[config.mk]
export PLATFORM = sky130hd
export DESIGN_NAME = nlt_cell
export DESIGN_NICKNAME = d
export VERILOG_FILES = /design/src/rtl/core/nlt_pkg.sv /design/src/rtl/core/nlt_cell.sv
export SDC_FILE = /design/constraint.sdc
export NUM_CORES = 1
export LEC_CHECK = 0
export BUFFER_PORTS_ARGS = -buffer_cell sky130_fd_sc_hd__buf_2
export CAP_MARGIN = 5
export CORE_MARGIN = 2
export CORE_UTILIZATION = 54
export CTS_CLUSTER_DIAMETER = 80
export DETAILED_ROUTE_END_ITERATION = 6
export PLACE_DENSITY = 0.86
export SLEW_MARGIN = 30
export SYNTH_ARGS = -nofsm -noshare
export SYNTH_HDL_FRONTEND = slang
export SYNTH_SLANG_ARGS = --single-unit
[constraint.sdc]
create_clock -name clk_i -period 5.54 [get_ports clk_i]
set_input_delay 1.108 -clock clk_i [delete_from_list [all_inputs] [get_ports clk_i]]
set_output_delay 1.108 -clock clk_i [all_outputs]
set_load 0.005 [all_outputs]
[src/rtl/core/nlt_pkg.sv]
// Package for the node location table: widths, operation and status codes,
// beat payload structs and the token that travels along the cell chain.
// No dependencies.
package nlt_pkg;

  parameter int unsigned TableDepth = 128;
  parameter int unsigned CountW     = $clog2(TableDepth + 1);
  parameter int unsigned NodeW      = 32;
  parameter int unsigned UnitW      = 12;
  parameter int unsigned AddrW      = 32;
  parameter int unsigned UnitCountW = 13;
  parameter int unsigned DivSteps   = NodeW;
  parameter int unsigned DivCntW    = $clog2(DivSteps + 1);

  typedef enum logic [1:0] {
    OpRegister = 2'd0,
    OpResolve  = 2'd1,
    OpAddress  = 2'd2,
    OpFindUnit = 2'd3
  } op_e;

  typedef enum logic [1:0] {
    StOk       = 2'd0,
    StNotFound = 2'd1,
    StFull     = 2'd2,
    StFallback = 2'd3
  } status_e;

  typedef struct packed {
    op_e              operation;
    logic [NodeW-1:0] node_id;
    logic [UnitW-1:0] unit_id;
    logic [AddrW-1:0] unit_address;
  } nlt_in_t;

  typedef struct packed {
    status_e          status;
    logic [NodeW-1:0] node_out;
    logic [UnitW-1:0] unit_out;
    logic [AddrW-1:0] address_out;
  } nlt_out_t;

  // The query plus the first match seen so far. remain counts the valid
  // entries still ahead of the token.
  typedef struct packed {
    op_e               op;
    logic [NodeW-1:0]  node;
    logic [UnitW-1:0]  unit;
    logic [AddrW-1:0]  address;
    logic [CountW-1:0] remain;
    logic              found;
    logic [NodeW-1:0]  res_node;
    logic [UnitW-1:0]  res_unit;
    logic [AddrW-1:0]  res_address;
  } nlt_token_t;

endpackage

[src/rtl/core/nlt_cell.sv]
// One table entry of the node location table and its stage of the chain.
// Depends on nlt_pkg.
module nlt_cell
  import nlt_pkg::*;
(
  input  logic       clk_i,
  input  logic       rst_ni,
  input  logic       in_valid_i,
  input  nlt_token_t in_tok_i,
  output logic       out_valid_o,
  output nlt_token_t out_tok_o
);

  logic [NodeW-1:0] node_q;
  logic [UnitW-1:0] unit_q;
  logic [AddrW-1:0] addr_q;
  logic             valid_q;
  nlt_token_t       tok_q, tok_d;
  logic             hit;
  logic             wr_en;

  always_comb begin
    tok_d = in_tok_i;
    hit   = 1'b0;
    unique case (in_tok_i.op)
      OpResolve:  hit = (addr_q == in_tok_i.address) && (unit_q == in_tok_i.unit);
      OpAddress:  hit = (node_q == in_tok_i.node) && (unit_q == in_tok_i.unit);
      OpFindUnit: hit = (node_q == in_tok_i.node);
      OpRegister: hit = 1'b0;
      default:    hit = 1'b0;
    endcase
    wr_en = in_valid_i && (in_tok_i.op == OpRegister) && (in_tok_i.remain == '0)
            && !in_tok_i.found;
    if (in_tok_i.remain != '0) begin
      tok_d.remain = in_tok_i.remain - 1'b1;
      if (!in_tok_i.found && hit) begin
        tok_d.found       = 1'b1;
        tok_d.res_node    = node_q;
        tok_d.res_unit    = unit_q;
        tok_d.res_address = addr_q;
      end
    end
    if (wr_en) begin
      tok_d.found = 1'b1;
    end
  end

  always_ff @(posedge clk_i or negedge rst_ni) begin
    if (!rst_ni) begin
      valid_q <= 1'b0;
    end else begin
      valid_q <= in_valid_i;
    end
  end

  always_ff @(posedge clk_i) begin
    if (in_valid_i) begin
      tok_q <= tok_d;
    end
    if (wr_en) begin
      node_q <= in_tok_i.node;
      unit_q <= in_tok_i.unit;
      addr_q <= in_tok_i.address;
    end
  end

  assign out_valid_o = valid_q;
  assign out_tok_o   = tok_q;

endmodule

; ---- Word-level counts from Yosys, hierarchy flattened
; Cells that the tools add are included.
[totals]
ff_bits = 240
latchBits = 0
ramBits = 0
romBits = 0
input_bits = 166
output_inout_bits = 164
elab_cells = 33
n_memories = 0
[op_classes]
addsub = 1
n_mul = 0
n_div = 0
n_lt_le_gt_ge = 0
eq_ne = 6
shifts = 0
n_mux = 3
n_bitwise = 0
reduce_logical = 10
[op_table]
columns = op, n
row1 = 85-bit 2-to-1 mux, 1
row2 = 77-bit 2-to-1 mux, 1
row3 = 32-bit == test, 2
row4 = 12-bit == test, 1
row5 = 8-bit zero test, 1
row6 = 8-bit nonzero test, 1
row7 = 8-bit by 1-bit subtractor with 8-bit output (second input constant), 1
row8 = 1-bit logical AND, 6
row9 = 2-bit == test (second input constant), 2
row10 = 1-bit one-hot mux with 4 select lines, 1
row11 = 2-bit by 1-bit == test with 1-bit output (second input constant), 1
row12 = 2-bit zero test, 1
row13 = 1-bit zero test, 1

; ---- Logic depth before layout (Yosys ltp)
[depth]
depth_word = 6
depth_mapped = 9
depth_no_buf = 7

; ---- Worst setup path before layout
; Ideal clock, no wire load.
[synth_timing]
path_kind = input port to flip-flop
from = input port in_tok_i[82] (netlist bit)
to = register addr_q[0], enable pin
setup_time_ps = 606
arrival_time_ps = 7259
t_required_ps = 4934
slack_ps = -2325
cell_stages = 5
n_path_buf = 0
path_cell_list = nor4_1 -> nand2b_1 -> nor3_2 -> inv_1 -> nor3_1
[synth_via]
elab_chain_cells = 3
[synth_lines]
columns = item, line_no
row1 = from (decl), nlt_cell.sv:9  ; input nlt_token_t in_tok_i,
row2 = 8-bit zero test, nlt_cell.sv:32  ; wr_en = in_valid_i && (in_tok_i.op == OpRegister) && (in_tok_i.remain == '0)
row3 = 1-bit logical AND, nlt_cell.sv:32
row4 = 1-bit logical AND, nlt_cell.sv:33  ; && !in_tok_i.found;
row5 = named net wr_en, nlt_cell.sv:20  ; logic wr_en;
row6 = to (signal assigned), nlt_cell.sv:63  ; addr_q <= in_tok_i.address;
row7 = to (decl), nlt_cell.sv:16  ; logic [AddrW-1:0] addr_q;
; The timed path passes the listed nets, and every way through them passes these cells.
; A chain may end at the register's enable or synchronous reset.

==> out/metrics.yaml <==
final_area_um2: 12000
area_growth_syn_to_layout_pct: 28.9
syn_avg_cell_area_um2: 19.6
synth_seq_area_share_pct: 77.7
grtUsageTotal_pct: 22.5
grt_overflow_total: 0
syn_inst: 473
use_met3_pct: 5.11
yosys_warnings: 0
die_h_um: 135
fin_nets: 999
ys_ff_latch: 240
dr.pass1.iters: 4
path_clk_slew_ns: 0.06
dpl.hpwl_um: 15300
use_met2_pct: 40.7
path_class: "in -> reg"
synth_cell_types: 28
skew_ns: 0.00994
post_route_cells_drive_above_1_share_pct: 48.1
gp_congestion: 0.800
clock_sinks: 240
cp-end-kind: "flip-flop"
worst_slew_pin_slew_ns: 0.893
cts_resized: 0
dieWidth_um: 135
async_flop_share_pct: 0.417
io-pin-count: 330
cap_violations: 0
reg2reg_from: "node_q[25]"
hold_viol: 0
grt_setup_unrepaired: "false"
leakagePower_nw: 4.78
cts_hold_buffers: 0
busiest_layer: "met2"
cts_setup_buffers: 0
synth_nets: 644
crit_fanout: 30
diodes: 0
port_buffers: 329
place_area_um2: 11200
grt_max_degree: 70
netlist_area_um2: 9270
wl_per_cell_um: 19.9
drt_iter0_drc: 280
insertion_delay_ns: 0.51
wl_um: 21200
worst-r2r-cell-count: 7
vias: 5540
min_path_type: "in -> async"
reg2reg_to: "out_tok_o[5]"
core-area_um2: 16700
ys.flop_type: "edfxtp_1"
setup_tns_ns: 0
power_per_cell_area_nw_per_um2: 333
met1_usage_pct: 27.0
timing.fmax_ghz: 0.316
std_cell_rows: 47
period_minus_slack_ns: 3.17
routed_via_density: 5.21
maxSlewHeadroom_pct: 40.5
cp.arrival_ns: 3.43
grt_antenna_before_repair: 0
cts_tree: "built"
slew_viol_final: 0
synth_edf_count: 239
dieArea_um2: 18200
cts_buffer_depth: 3
drtAntennaViolNets: 0
status: "finished clean"
required_ns: 5.80
start_util_pct: 55.5
r2r_slack_ns: 2.75
peakVddDrop_mv: 0.305
grt_pass1_vias: 5742
htreeDepth: 1
setup_violations: 0
cts_inserted_buffers: 25
drc: 0
start_kind: "input pin"
cts_root_buffer: "clkbuf_16"
grt_pass1_wl_um: 31300
period_share_pct: 57.2
-- synthesized netlist by cell type (6+ instances only) --
library cell / number / area share [%]
edfxtp_1: 239 / 77
inv_1: 7 / 0.28
mux2_1: 46 / 5.6
mux2_2: 30 / 3.6
nand4_1: 6 / 0.40
nor4_1: 15 / 1.0
xnor2_1: 9 / 0.85
xor2_1: 72 / 6.8
-- placed cells by master (no fill, tap or decap), types with 5 or more instances in the layout --
cell type and n:
buf_4 7, inv_1 7, clkbuf_16 25, clkinv_2 7, buf_2 328, xnor2_1 9
mux2_2 30, nor4_1 15, nor2_1 5, edfxtp_1 239, xor2_1 72, nand4_1 6
nand2_1 5, mux2_1 46, ha_1 5
-- metrics by stage --
stage                     worst slack [ns]  cells  util, %  power (mW)  hold slack, ns
after floorplan                     0.0534    473        -        2.24           0.551
after global placement                1.98   1021     67.0        2.45           0.558
after detailed placement              1.85   1021     67.0        2.46           0.566
after CTS                             2.37   1064     71.6        4.01           0.348
after global routing                  2.16   1064     71.6        4.10           0.356
final                                 2.37   1064     71.6        3.98           0.368
-- state kept, by name (all words and copies together) (netlist names) --
| signal | flops |
|---|---|
| addr_q | 32 |
| node_q | 32 |
| out_tok_o | 163 |
| out_valid_o | 1 |
| unit_q | 12 |
-- per-layer routing --
metal / part of all wire (%) / vias up
met4: 2.9 / 0
met3: 6.8 / 43
met2: 52 / 231
li1: - / 2533
met1: 38 / 2733
met5: 0 / -
-- cell families (layout without fill, tap and decap cells) --
group / after synthesis / count (layout) / synth area share, %
AND/OR/NAND/NOR: 49 / 49 / 3.23
AO/OA/AOI/OAI: 7 / 7 / 0.486
XOR/XNOR: 81 / 81 / 7.65
adder cells (fa/ha/maj): 5 / 5 / 0.675
buffers and inverters: 15 / 386 / 1.05
multiplexers: 76 / 76 / 9.23
flip-flops: 240 / 240 / 77.7
-- how the worst max path moves through the flow --
| stage | startpoint | slack, ns | depth (start not counted) | endpoint |
|---|---|---|---|---|
| global route | in_tok_i[82] | 2.16 | 8 | out_tok_o[12] |
| finish | in_tok_i[82] | 2.37 | 8 | out_tok_o[23] |
| detailed placement | in_tok_i[82] | 1.85 | 8 | out_tok_o[12] |
| CTS | in_tok_i[82] | 2.37 | 8 | out_tok_o[11] |
| floorplan | in_tok_i[82] | 0.05 | 5 | addr_q[0] |
| global placement | in_tok_i[82] | 1.98 | 8 | out_tok_o[23] |
-- critical path, cell delays in order --
cell	delay, ns
buf_2	0.11
nor4_1	0.38
nand2b_1	0.16
nor3_2	0.40
inv_1	0.21
o211ai_1	0.19
buf_4	0.43
mux2_2	0.40
-- where the power goes --
| part | internal, mW | switching [mW] |
|---|---|---|
| combinational | 0.139 | 0.150 |
| sequential | 2.11 | 0.0235 |
| clock | 0.914 | 0.645 |
| total | 3.16 | 0.818 |
-- final cells by class --
cell class / instances / area (µm²)
repair buffers: 336 / 1710
clock buffers: 29 / 641
clock inverters: 14 / 118
inverters: 7 / 26.3
well taps: 220 / 275
fillers: 1077 / 4750
multi-input cells: 218 / 1980
flip-flops and latches: 240 / 7200
Note: power is estimated with default switching activity, not from simulation.
