### config.mk
export PLATFORM = sky130hd
export DESIGN_NAME = nlt_divider
export DESIGN_NICKNAME = d
export VERILOG_FILES = /design/src/rtl/core/nlt_pkg.sv /design/src/rtl/core/nlt_divider.sv
export SDC_FILE = /design/constraint.sdc
export NUM_CORES = 1
export LEC_CHECK = 0
export BUFFER_PORTS_ARGS = -buffer_cell sky130_fd_sc_hd__buf_2
export CORE_ASPECT_RATIO = 0.5
export CORE_MARGIN = 4
export CORE_UTILIZATION = 50
export CTS_BUF_LIST = sky130_fd_sc_hd__clkbuf_8
export CTS_CLUSTER_SIZE = 12
export DETAILED_ROUTE_END_ITERATION = 10
export PLACE_DENSITY = 0.76
export SYNTH_ARGS = -nofsm -noshare
export SYNTH_HDL_FRONTEND = slang
export SYNTH_SLANG_ARGS = --single-unit
### constraint.sdc
create_clock -name clk_i -period 2.3 [get_ports clk_i]
set_input_delay 0.46 -clock clk_i [delete_from_list [all_inputs] [get_ports clk_i]]
set_output_delay 0.46 -clock clk_i [all_outputs]
set_load 0.1 [all_outputs]
### src/rtl/core/nlt_pkg.sv
// Package for the node location table: widths, operation and status codes,
// beat payload structs and the token that travels along the cell chain.
// No dependencies.
package nlt_pkg;

  parameter int unsigned TableDepth = 128;
  parameter int unsigned CountW     = $clog2(TableDepth + 1);
  parameter int unsigned NodeW      = 32;
  parameter int unsigned UnitW      = 12;
  parameter int unsigned AddrW      = 32;
  parameter int unsigned UnitCountW = 13;
  parameter int unsigned DivSteps   = NodeW;
  parameter int unsigned DivCntW    = $clog2(DivSteps + 1);

  typedef enum logic [1:0] {
    OpRegister = 2'd0,
    OpResolve  = 2'd1,
    OpAddress  = 2'd2,
    OpFindUnit = 2'd3
  } op_e;

  typedef enum logic [1:0] {
    StOk       = 2'd0,
    StNotFound = 2'd1,
    StFull     = 2'd2,
    StFallback = 2'd3
  } status_e;

  typedef struct packed {
    op_e              operation;
    logic [NodeW-1:0] node_id;
    logic [UnitW-1:0] unit_id;
    logic [AddrW-1:0] unit_address;
  } nlt_in_t;

  typedef struct packed {
    status_e          status;
    logic [NodeW-1:0] node_out;
    logic [UnitW-1:0] unit_out;
    logic [AddrW-1:0] address_out;
  } nlt_out_t;

  // The query plus the first match seen so far. remain counts the valid
  // entries still ahead of the token.
  typedef struct packed {
    op_e               op;
    logic [NodeW-1:0]  node;
    logic [UnitW-1:0]  unit;
    logic [AddrW-1:0]  address;
    logic [CountW-1:0] remain;
    logic              found;
    logic [NodeW-1:0]  res_node;
    logic [UnitW-1:0]  res_unit;
    logic [AddrW-1:0]  res_address;
  } nlt_token_t;

endpackage

### src/rtl/core/nlt_divider.sv
// Restoring divider, one quotient bit per cycle, that yields node modulo
// the unit count for the fallback unit. Depends on nlt_pkg.
module nlt_divider
  import nlt_pkg::*;
(
  input  logic                  clk_i,
  input  logic                  rst_ni,
  input  logic                  start_i,
  input  logic [NodeW-1:0]      dividend_i,
  input  logic [UnitCountW-1:0] divisor_i,
  output logic                  busy_o,
  output logic [UnitCountW-1:0] remainder_o
);

  logic [DivCntW-1:0]    cnt_q;
  logic                  busy_q;
  logic [NodeW-1:0]      dividend_q;
  logic [UnitCountW-1:0] div_q, rem_q, rem_d;
  logic [UnitCountW:0]   trial;

  always_comb begin
    trial = {rem_q, dividend_q[NodeW-1]};
    if (trial >= {1'b0, div_q}) begin
      rem_d = UnitCountW'(trial - {1'b0, div_q});
    end else begin
      rem_d = trial[UnitCountW-1:0];
    end
  end

  always_ff @(posedge clk_i or negedge rst_ni) begin
    if (!rst_ni) begin
      busy_q <= 1'b0;
      cnt_q  <= '0;
    end else if (start_i) begin
      busy_q <= 1'b1;
      cnt_q  <= DivCntW'(DivSteps);
    end else if (busy_q) begin
      cnt_q  <= cnt_q - 1'b1;
      busy_q <= (cnt_q != DivCntW'(1));
    end
  end

  always_ff @(posedge clk_i) begin
    if (start_i) begin
      dividend_q <= dividend_i;
      div_q      <= (divisor_i == '0) ? UnitCountW'(1) : divisor_i;
      rem_q      <= '0;
    end else if (busy_q) begin
      dividend_q <= {dividend_q[NodeW-2:0], 1'b0};
      rem_q      <= rem_d;
    end
  end

  assign busy_o      = busy_q;
  assign remainder_o = rem_q;

endmodule

# Word-level counts from Yosys, hierarchy flattened
# Index checks and enable logic that the tools add are counted.
[word_totals] ramBits=0 regBits=65 inputBits=48 mem_bits_ro=0 mem_count=0 elab_cells=18 latch_bits=0
[classes] n_eq_ne=1 n_reduce_logical=2 muxes=7 bitwise=0 shift=0 magnitude_cmp=1 n_mul=0 add_sub_neg=2 div=0
[ops] cell="$mux W32" n=2
[ops] cell="$ge A14 B13 Y1" n=1
[ops] cell="$logic_not A13 Y1" n=1
[ops] cell="$mux W13" n=1
[ops] cell="$sub A13 B13 Y13" n=1
[ops] cell="$mux W6" n=2
[ops] cell="$ne A6 B1 Y1 const B" n=1
[ops] cell="$sub A6 B1 Y6 const B" n=1
[ops] cell="$mux W1" n=2
[ops] cell="$reduce_bool A2 Y1" n=1

# Logic depth before layout (Yosys ltp)
[depth] word_depth=3 mapped_depth=11 ltp_nobuf=10

# Worst setup path before layout
# Ideal clock, no wire load.
[synth_path] path_type="register to register" from="register rem_q[0], in the netlist remainder_o[0]" to="register rem_q[10], in the netlist remainder_o[10]" setup_slack_ns=-0.663 path_buffers=2 setup_time_ns=0.128 arrival_ns=2.835 t_required_ns=2.172 path_stages_with_launch=11 cell_sequence="dfxtp_1 > inv_1 > fa_1 > nor2b_1 > o2111ai_1 > a31oi_2 > o41ai_4 > buf_6 > buf_12 > a32oi_1 > o31ai_1"
[synth_between] elab_chain_cells=2 elab_cells_between_ends=3 cone_classes="add/sub: 1; order compare: 1; mux: 1"
[synth_lines] item="start, declared" line_no="nlt_divider.sv:18" rtl="logic [UnitCountW-1:0] div_q, rem_q, rem_d;"
[synth_lines] item="start signal, assigned" line_no="nlt_divider.sv:50" rtl="rem_q <= rem_d;"
[synth_lines] item="$sub A13 B13 Y13 or $ge A14 B13 Y1 (tied branches)" line_no="nlt_divider.sv:24, nlt_divider.sv:23"
[synth_lines] item="$mux W13 (*)" line_no="nlt_divider.sv:23" rtl="if (trial >= {1'b0, div_q}) begin"
# Every way passes the cells marked *; elsewhere a longest branch is shown, timed or not.
# A chain may end at the register's enable or synchronous reset.

# Final worst setup path
[layout_path] from="register dividend_q[31]" to="register rem_q[7], in the netlist remainder_o[7]"
[layout_between] elab_chain_cells=2 elab_cells_between_ends=3 cone_classes="add/sub: 1; order compare: 1; mux: 1"
[layout_lines] item="start, declared" line_no="nlt_divider.sv:17" rtl="logic [NodeW-1:0] dividend_q;"
[layout_lines] item="start signal, assigned" line_no="nlt_divider.sv:45" rtl="dividend_q <= dividend_i;"
[layout_lines] item="start signal, assigned" line_no="nlt_divider.sv:49" rtl="dividend_q <= {dividend_q[NodeW-2:0], 1'b0};"
[layout_lines] item="$sub A13 B13 Y13 or $ge A14 B13 Y1 (tied branches)" line_no="nlt_divider.sv:24, nlt_divider.sv:23"
[layout_lines] item="$mux W13 (*)" line_no="nlt_divider.sv:23"
# Marked as above.

==> qor.csv <==
metric,value,unit
yosysWarnings,0,
async_flop_share,10.8,%
hold_violations,0,
drtAntennaViolNets,0,
path_cells,inv_2 > ha_4 > fa_2 > nor2b_4 > o2111ai_4 > a31oi_4 > o41ai_4 > mux2_4 > mux2i_1 > nor2_1,
cts_sinks,65,
crit_type,register to register,
worstPathRequired,2.54,ns
synth_nets,349,
leakage,1.79,nW
final_nets,415,
vias_per_cell,5.37,
synth.avg_cell_area,12.0,µm²
cts_buffer_depth,2,
finalWirelength,6870,µm
slowest_stage,o41ai_4,
synthToLayoutAreaGrowth,22.7,%
period_needed,2.38,ns
grt_pass1_vias,2449,
fmax,421,MHz
track_usage,17.6,%
r2r_slack,-0.08,ns
place_congestion,0.854,
synth-seq-cells,65,
tightest_slew,0.552,ns
cp_max_fo,4,
io_buffers,61,
num_vias,2384,
arrival,2.61,ns
critPathLaunchType,register,
setup_violations,5,
fin_setup_tns,-0.214,ns
end_kind,register,
dieArea,0.00828,mm²
drive_above_1_share,46.3,%
grt_max_degree,32,
syn_area,0.00341,mm²
min-delay-path-class,input port to register,
htreeDepth,3,
cpPeakStageDelay,0.45,ns
max-vdd-ir-drop,0.520,mV
yosysUniqueCellTypes,52,
die_w,125,µm
wl_per_cell,15.5,µm
drtIter0Drc,134,
core,0.00633,mm²
grt_setup_unrepaired,yes,
post-place-ws,-0.0203,ns
initial_core_util,53.8,%
violations,setup timing,
clk_pin_slew,0.07,ns
cts-root-buf,clkbuf_8,
layout_setup_ws,-0.0762,ns
synth_edf_count,45,
dp_cells,424,
dpl.hpwl,4950,µm
timing.hold.ws,0.299,ns
status,"finished, violations left",
p_total,3.31,mW
antenna_found_initial,0,
numCtsBuffers,9,
syn_inst,285,
grt_pass1_wl,11300,µm
cts_tree,yes,
antenna_cells,0,
overflow,0,
drc,0,
maxCapViolCount,0,
slew_headroom,62.7,%
finalCritPeriodShare,103,%
drv_slew,0,
rows,20,
finClkSkew,0.00839,ns
io_pins,62,
first_pass_iters,4,
instances_no_fill,444,
die_h,66.4,µm
synth_seq_area_share,52.4,%
clk_latency,0.35,ns
synth-main-ff-cell,edfxtp_1,
pwr_density_cell,791,mW/mm²
## through the flow
stage	area [µm²]	utilization, %
final	4180	66.0
after global placement	3890	61.5
after floorplan	3500	-
after detailed placement	3890	61.5
after CTS	4080	64.4
after global routing	4180	66.0
## layout by cell type, fill, tap and decap left out, drive strengths merged, types with 4 or more instances in the layout
master	count
a211oi	5
xnor2	9
edfxtp	45
nor3	5
clkbuf	9
mux2	33
o21ai	7
nor2b	5
buf	76
mux2i	6
clkinvlp	4
inv	20
dfxtp	13
dfrtp	7
a21oi	12
ha	15
a21o	4
nand2	12
nor2	22
a31oi	4
## layout make-up
type / count / area [µm²]
Clock buffer: 9 / 124
Multi-Input combinational cell: 178 / 1560
Fill cell: 469 / 2150
Timing Repair Buffer: 77 / 435
Clock inverter: 7 / 46.3
Tap cell: 88 / 110
Sequential cell: 65 / 1820
Inverter: 20 / 78.8
## worst max-delay path, delay by kind of cell (launching register included)
kind	cells	cell delay, ns
AOI/OAI and AO/OA	3	0.81
adders and majority gates	2	0.35
buffers and inverters	1	0.09
DFF	1	0.42
muxes	2	0.49
and+or+nand+nor	2	0.10
## cell usage after synthesis (all sizes together) (2+ instances only)
cell | number | area, µm²
a211oi | 5 | 47.5
a21o | 4 | 30.0
a21oi | 12 | 63.8
a31oi | 4 | 31.3
a32oi | 3 | 26.3
and3 | 2 | 12.5
buf | 5 | 50.1
clkbuf | 17 | 63.8
dfrtp | 7 | 175
dfxtp | 13 | 260
edfxtp | 45 | 1350
ha | 15 | 188
inv | 20 | 75.1
mux2 | 33 | 372
mux2i | 6 | 60.1
nand2 | 12 | 45.0
nand2b | 3 | 18.8
nand3 | 2 | 10.0
nand3b | 2 | 15.0
nand4 | 2 | 12.5
nor2 | 22 | 82.6
nor2b | 5 | 31.3
nor3 | 5 | 30.0
nor4 | 2 | 12.5
o21ai | 7 | 35.0
o311ai | 2 | 17.5
o31ai | 2 | 15.0
xnor2 | 9 | 78.8
xor2 | 3 | 26.3
## power breakdown
part / switching, mW / internal (mW)
clock: 0.469 / 0.387
sequential: 0.0982 / 1.44
combinational: 0.536 / 0.378
total: 1.10 / 2.20
## cell families (layout without fill, tap and decap cells)
kind of cell / count (synthesis) / in the layout / synth area share, %
AND/OR/NAND/NOR: 62 / 62 / 9.11
adder cells (fa/ha/maj): 16 / 16 / 6.10
AO/OA/AOI/OAI: 49 / 49 / 11.1
flip-flops: 65 / 65 / 52.4
multiplexers: 39 / 39 / 12.7
buffers and inverters: 42 / 113 / 5.55
XOR/XNOR: 12 / 12 / 3.09
## final timing paths
path	start	cells past startpoint	endpoint
hold reg to reg	remainder_o[11]	2	remainder_o[11]
setup reg to reg	dividend_q[31]	10	remainder_o[7]
min in group asynchronous	rst_ni	2	cnt_q[2]
max in group asynchronous	rst_ni	2	busy_o
setup / recovery	dividend_q[31]	10	remainder_o[7]
hold / removal	divisor_i[6]	1	div_q[6]
## registers in the layout, summed over array words and instances, names as in the netlist
register and cells:
cnt_q 6, remainder_o 13, busy_o 1, div_q 13, dividend_q 32
## repair_timing
action / CTS / global route
pin swaps: 1 / 12
buffers inserted: 0 / 4
setup endpoints to repair: 6 / 13
hold buffers: 1 / 0
cloned: 0 / 1
hold endpoints to repair: 7 / 0
gates resized for setup: 2 / 19
## metal layers
| metal | share of wire (%) | global-route usage, % | vias to the layer above |
|---|---|---|---|
| met5 | 0 | 0 | - |
| met4 | 1.1 | 4.78 | 0 |
| met3 | 6.8 | 7.90 | 10 |
| met2 | 49 | 30.1 | 69 |
| met1 | 43 | 20.5 | 1133 |
| li1 | - | - | 1172 |
No activity file was read; power rests on OpenSTA's default activity.
